===== src/rtl/core/ledi_pkg.sv =====
// Shared constants, codes and types of the exponential decay interpolator.
package ledi_pkg;

    localparam int DEFAULT_ENTRIES = 256;
    localparam int MAX_ENTRIES     = 4096;
    localparam int VALUE_W         = 24;
    localparam int INDEX_W         = 8;
    localparam int RESULT_W        = 17;
    localparam int FRAC_W          = 16;
    localparam int CASE_W          = 2;
    localparam int DIV_W_DEFAULT   = FRAC_W + $clog2(DEFAULT_ENTRIES + 1);
    localparam int STEP_W          = $clog2(FRAC_W + $clog2(MAX_ENTRIES + 1) + 1);

    localparam logic [RESULT_W-1:0] ONE_Q16  = RESULT_W'(65536);
    localparam logic [RESULT_W-1:0] ZERO_Q16 = '0;

    typedef enum logic
    {
        REQ_WRITE = 1'b0,
        REQ_QUERY = 1'b1
    } req_t;

    typedef enum logic [CASE_W-1:0]
    {
        CASE_INTERP = 2'd0,
        CASE_ONE    = 2'd1,
        CASE_ZERO   = 2'd2
    } result_case_t;

    typedef struct packed
    {
        logic                start;
        logic [STEP_W-1:0]   steps;
        logic [VALUE_W-1:0]  rem_init;
        logic [VALUE_W-1:0]  divisor;
    } div_cmd_t;

endpackage


===== src/rtl/core/ledi_divider.sv =====
// Restoring serial divider that retires one quotient bit per cycle.
module ledi_divider #(
    parameter int DVD_W = ledi_pkg::DIV_W_DEFAULT
) (
    input  logic                clk,
    input  logic                rst_n,
    input  ledi_pkg::div_cmd_t  cmd,
    input  logic [DVD_W-1:0]    dividend,
    output logic                done,
    output logic [DVD_W-1:0]    quotient
);
    import ledi_pkg::*;

    logic [STEP_W-1:0]  cnt_reg;
    logic [STEP_W-1:0]  cnt_next;
    logic               done_reg;
    logic               done_next;
    logic [VALUE_W-1:0] rem_reg;
    logic [VALUE_W-1:0] rem_next;
    logic [VALUE_W-1:0] divisor_reg;
    logic [DVD_W-1:0]   dvd_reg;
    logic [DVD_W-1:0]   dvd_next;
    logic [DVD_W-1:0]   quo_reg;
    logic [DVD_W-1:0]   quo_next;
    logic [VALUE_W:0]   shifted;
    logic [VALUE_W:0]   reduced;
    logic               fits;

    assign shifted = {rem_reg, dvd_reg[DVD_W-1]};
    assign fits    = shifted >= {1'b0, divisor_reg};
    assign reduced = shifted - {1'b0, divisor_reg};

    always_comb
    begin
        cnt_next  = cnt_reg;
        done_next = 1'b0;
        rem_next  = rem_reg;
        dvd_next  = dvd_reg;
        quo_next  = quo_reg;
        if (cmd.start)
        begin
            cnt_next = cmd.steps;
            rem_next = cmd.rem_init;
            dvd_next = dividend;
            quo_next = '0;
        end
        else if (cnt_reg != '0)
        begin
            cnt_next  = cnt_reg - STEP_W'(1);
            done_next = (cnt_reg == STEP_W'(1));
            rem_next  = fits ? reduced[VALUE_W-1:0] : shifted[VALUE_W-1:0];
            dvd_next  = {dvd_reg[DVD_W-2:0], 1'b0};
            quo_next  = {quo_reg[DVD_W-2:0], fits};
        end
    end

    always_ff @(posedge clk or negedge rst_n)
    begin
        if (!rst_n)
        begin
            cnt_reg  <= '0;
            done_reg <= 1'b0;
        end
        else
        begin
            cnt_reg  <= cnt_next;
            done_reg <= done_next;
        end
    end

    always_ff @(posedge clk)
    begin
        rem_reg <= rem_next;
        dvd_reg <= dvd_next;
        quo_reg <= quo_next;
        if (cmd.start)
        begin
            divisor_reg <= cmd.divisor;
        end
    end

    assign done     = done_reg;
    assign quotient = quo_reg;

endmodule


===== config.mk =====
export PLATFORM = sky130hd
export DESIGN_NAME = ledi_divider
export DESIGN_NICKNAME = d
export VERILOG_FILES = /design/src/rtl/core/ledi_pkg.sv /design/src/rtl/core/ledi_divider.sv
export SDC_FILE = /design/constraint.sdc
export NUM_CORES = 1
export LEC_CHECK = 0
export BUFFER_PORTS_ARGS = -buffer_cell sky130_fd_sc_hd__buf_2
export CAP_MARGIN = 20
export CORE_MARGIN = 1
export CORE_UTILIZATION = 47
export DETAILED_ROUTE_END_ITERATION = 10
export PLACE_DENSITY_LB_ADDON = 0.2
export SETUP_SLACK_MARGIN = 0.2
export SYNTH_ARGS = -nofsm -noshare
export SYNTH_HDL_FRONTEND = slang
export SYNTH_SLANG_ARGS = --single-unit

===== constraint.sdc =====
create_clock -name clk -period 4 [get_ports clk]
set_input_delay 0.2 -clock clk [delete_from_list [all_inputs] [get_ports clk]]
set_output_delay 0.2 -clock clk [all_outputs]
set_load 0.02 [all_outputs]

; ---- Word-level counts from Yosys, hierarchy flattened
; Cells that the tools add are included.
[word_totals]
regBits = 104
output_inout_bits = 26
in_bits = 81
elab_cells = 21
[classes]
add_sub_neg = 2
muxes = 9
eq_ne = 1
n_reduce_logical = 2
n_lt_le_gt_ge = 1
[op_table]
columns = cell, count
row1 = two-way mux 24 bit, 3
row2 = two-way mux 25 bit, 2
row3 = greater-or-equal comparator 25 x 24 -> 1 bit, 1
row4 = subtractor 24 bit, 1
row5 = two-way mux 5 bit, 2
row6 = "== test 5 x 1 -> 1 bit, second input constant", 1
row7 = nonzero test 5 bit, 1
row8 = "subtractor 5 x 1 -> 5 bit, second input constant", 1
row9 = two-way mux 1 bit, 2
row10 = nonzero test 2 bit, 1

; ---- Depth between registers and ports, before layout
[logic_depth]
word_depth = 4
mapped_depth = 12
depth_no_buf = 11

; ---- Worst setup path before layout
; No wires, ideal clock.
[synth_path]
path_kind = register -> register
start = reg cnt_reg[2]
end = reg dvd_reg[0] (enable)
path_slack_ns = 1.167
path_buffers = 2
setup_time_ns = 0.589
required_ns = 3.411
path_stages_with_launch = 6
period_less_slack_ns = 2.833
arrival_ns = 2.244
path_cell_list = dfrtp_1 > nor3_1 > and2_1 > clkbuf_1 > buf_1 > nand2_1
[synth_between]
elab_chain_len = 2
[synth_lines]
columns = element, line
row1 = from (decl), ledi_divider.sv:14  ; logic [STEP_W-1:0] cnt_reg;
row2 = from (signal assigned), ledi_divider.sv:66  ; cnt_reg <= cnt_next;
row3 = nonzero test 5 bit, ledi_divider.sv:47  ; else if (cnt_reg != '0)
row4 = nonzero test 2 bit (no source line), n/a
row5 = to (signal assigned), ledi_divider.sv:74  ; dvd_reg <= dvd_next;
row6 = to (decl), ledi_divider.sv:21  ; logic [DVD_W-1:0] dvd_reg;
; No other way between the ends.
; A chain may end at the register's enable or synchronous reset.

; ---- Worst setup path after layout
[layout_path]
start = reg rem_reg[7]
end = reg rem_reg[0] (data pin)
[layout_between]
elab_chain_len = 4
[layout_lines]
columns = element, line
row1 = from (decl), ledi_divider.sv:18  ; logic [VALUE_W-1:0] rem_reg;
row2 = from (signal assigned), ledi_divider.sv:73  ; rem_reg <= rem_next;
row3 = greater-or-equal comparator 25 x 24 -> 1 bit, ledi_divider.sv:30  ; assign fits = shifted >= {1'b0, divisor_reg};
row4 = two-way mux 24 bit, ledi_divider.sv:51  ; rem_next = fits ? reduced[VALUE_W-1:0] : shifted[VALUE_W-1:0];
row5 = two-way mux 24 bit, ledi_divider.sv:47
row6 = two-way mux 24 bit, ledi_divider.sv:40  ; if (cmd.start)
row7 = named net rem_next[0], ledi_divider.sv:19  ; logic [VALUE_W-1:0] rem_next;
; The timed path passes the listed nets, and every way through them passes these cells. The select of a mux whose other input is x is not followed.

==> impl_metrics.yaml <==
critical_path:
  worst-path-buf-inv: 1
  reg2reg_from: "rem_reg[7]$_DFFE_PP_"
  r2r_cells: 9
  critical_path.max_fanout: 22
  end_kind: "flip-flop"
  worstPathArrival_ps: 3220
  criticalPathCategory: "flip-flop to flip-flop"
  r2r_end: "rem_reg[0]$_DFFE_PP_"
  slowest_stage: "edfxtp_1"
  critical-path-top-delay-family: "simple AND/OR/NAND/NOR gates"
  r2r_slack_ps: 890
  crit_chain: "ha_1, nand2_1, a2111oi_4, and4bb_4, nor4_4, or2_1, buf_4, a21oi_1, mux2_2"
  cpPeakStageDelay_ps: 400
  crit_required_ps: 4110
  start_kind: "flip-flop"
place:
  dp_hpwl_um: 8512
  io_buffers: 106
  place_congestion: 0.8928
  place_area_um2: 6327
die:
  placementRows: 39
  dieArea_um2: 12540
  core_um2: 11610
  fp.dieW_um: 112.0
  io_pins: 107
  start_util: 0.4894
  fp.dieH_um: 112.0
synth:
  synth_area_leader_cell: "edfxtp_1"
  yosysUniqueCellTypes: 58
  async_flop_share: 0.05769
  syn_avg_cell_area_um2: 10.39
  synthTopCellsByArea: "edfxtp_1 (39%), dfxtp_1 (8.8%), ha_1 (5.9%)"
  postSynthCellCount: 547
  synth-edff-count: 73
  ys_seq_area_frac: 0.5001
  yosysWarnings: 0
  ys.flop_type: "edfxtp_1"
  syn_area_um2: 5684
  syn-num-nets: 656
  synth.most_common_cell: "nand2_1"
  synthTopCellsByCount: "nand2_1 (76), edfxtp_1 (73), a21oi_1 (58)"
  ys_seq_elements: 104
  synth_top_area_share: 0.3856
clock_network:
  clockBufferDepth: 2
  clock_latency_ps: 360
  cts_tree: "done"
  clkTransAtPathRegs_ps: 80
  cts_setup_buffers: 0
  numCtsBuffers: 9
  cts_sinks: 104
  root_buffer: "clkbuf_16"
  cts_repair_resize_count: 0
  cts_htree_levels: 3
route:
  first_pass_iters: 7
  drt_iter0_drc: 187
  dr_total_vias: 4346
  drc: 2
  ant_nets: 0
  routedWlPerCell_um: 15.21
  via_per_inst: 5.474
  drt_wl_total_um: 12080
global_route:
  grt_pass1_vias: 4296
  antenna_found_initial: 0
  grt_pass1_wl_um: 20210
  grtUsageMet3: 0.05498
  grt_busiest_layer: "met2"
  grt_overflow: 0
  grt_usage: 0.2013
  gr-usage-met1: 0.2508
  grt_use_met2: 0.3375
  grt_start_max_net_pins: 101
finish:
  nets: 755
  diodes: 0
  stdcell_area_um2: 6663
  area_growth_pct: 17.21
  fillerInstances: 1045
  layout-drive-gt1-share: 0.2519
sta:
  tightest_slew_ps: 832.6
  period_needed_ps: 3112
  hold_viol: 0
  finClkSkew_ps: 12.96
  setup_viol: 0
  setup_tns_ps: 0
  slew_headroom: 0.4436
  period_share: 0.7779
  timing.final.max_slew_violations: 0
  max_freq_ghz: 0.3214
  grt_setup_unrepaired: "no"
pwr:
  ir_worst_vdd_mv: 0.3089
  p_leak_nw: 2.880
  p_per_area_nw_per_um2: 639.9
min_path:
  min_to: "divisor_reg[16]$_DFFE_PP_"
  min-delay-start: "cmd[16]"
  whs_path_depth: 1
  holdCritPathClass: "primary input to flip-flop"
run_status:
  status: "finished, violations left"
  violations: "DRC"
run:
  drv_cap: 0
-- metrics by stage --
step / power [mW] / worst slack [ps] / hold slack, ps / std cells / util
2_1_floorplan: 2.973 / 1167 / -95.59 / 547 / -
6_report: 4.264 / 888.2 / 11.55 / 794 / 0.5737
3_3_place_gp: 3.348 / 988.3 / 24.18 / 776 / 0.5448
5_1_grt: 4.561 / 653.3 / 6.572 / 794 / 0.5737
3_5_place_dp: 3.381 / 916.7 / 27.83 / 776 / 0.5448
4_1_cts: 4.284 / 889.1 / 0.9151 / 793 / 0.5713
-- per-layer routing --
| metal | vias up | wire length, µm |
|---|---|---|
| met5 | - | 0 |
| met4 | 0 | 166 |
| met3 | 14 | 624 |
| met2 | 93 | 5728 |
| met1 | 2057 | 5557 |
| li1 | 2182 | - |
-- final cells by class --
class,instances,area (µm²),area share
sequential,104,2843,0.4267
multi-input combinational,382,2592,0.3891
timing repair buffer,115,623.1,0.09352
clock buffer,10,250.2,0.03756
tap,143,178.9,0.02685
inverter,34,127.6,0.01915
clock inverter,6,47.55,0.007136
-- power breakdown --
group | internal [mW] | total, mW | leakage [nW] | switching, mW
logic | 0.803 | 1.87 | 1.70 | 1.06
registers | 1.41 | 1.52 | 1.02 | 0.111
clock network | 0.468 | 0.878 | 0.152 | 0.410
-- cell usage in the layout, fill, tap and decap left out, types with 3 or more instances in the layout --
master / n
mux2i_1: 15
buf_4: 8
edfxtp_1: 73
inv_1: 35
o21ai_0: 24
clkbuf_16: 10
nor2_1: 25
or3_1: 3
xnor2_1: 11
o21bai_1: 3
a221oi_1: 3
a211oi_1: 6
dfrtp_1: 6
and2_1: 6
a21oi_1: 58
a2bb2oi_1: 5
and4_1: 5
nand3_1: 10
buf_2: 105
ha_1: 27
nor3_1: 7
dfxtp_1: 25
mux2_2: 25
nor4_1: 3
nor3b_1: 3
a31oi_1: 6
xor2_1: 8
nand2_1: 75
a21o_1: 12
nand2b_1: 4
o31ai_1: 5
-- cells by family after synthesis --
logic type / Yosys count / synth area share
buffers and inverters: 61 / 0.04424
adders and majority gates: 28 / 0.06295
xor gates and xnor gates: 19 / 0.02928
and+or+nand+nor: 155 / 0.1332
DFF: 104 / 0.5001
AOI/OAI and AO/OA: 140 / 0.1543
muxes: 40 / 0.07594
-- repair_timing --
| item | in CTS | in global routing |
|---|---|---|
| endpoints found under the hold margin | 6 | 0 |
| setup endpoints to repair | 0 | 0 |
| hold buffers | 1 | 0 |
-- worst max-delay path by stage --
stage | start | endpoint | slack [ps] | cells past startpoint
after floorplan | cnt_reg[2]$_DFFE_PN0P_ | dvd_reg[0]$_SDFFCE_PN0P_ | 1170 | 5
after global placement | rem_reg[7]$_DFFE_PP_ | rem_reg[0]$_DFFE_PP_ | 990 | 9
after detailed placement | rem_reg[7]$_DFFE_PP_ | rem_reg[0]$_DFFE_PP_ | 920 | 9
after CTS | rem_reg[7]$_DFFE_PP_ | rem_reg[0]$_DFFE_PP_ | 890 | 9
after global routing | dvd_reg[24]$_DFFE_PP_ | rem_reg[20]$_DFFE_PP_ | 650 | 12
final | rem_reg[7]$_DFFE_PP_ | rem_reg[0]$_DFFE_PP_ | 890 | 9
Note: power is estimated with default switching activity, not from simulation.
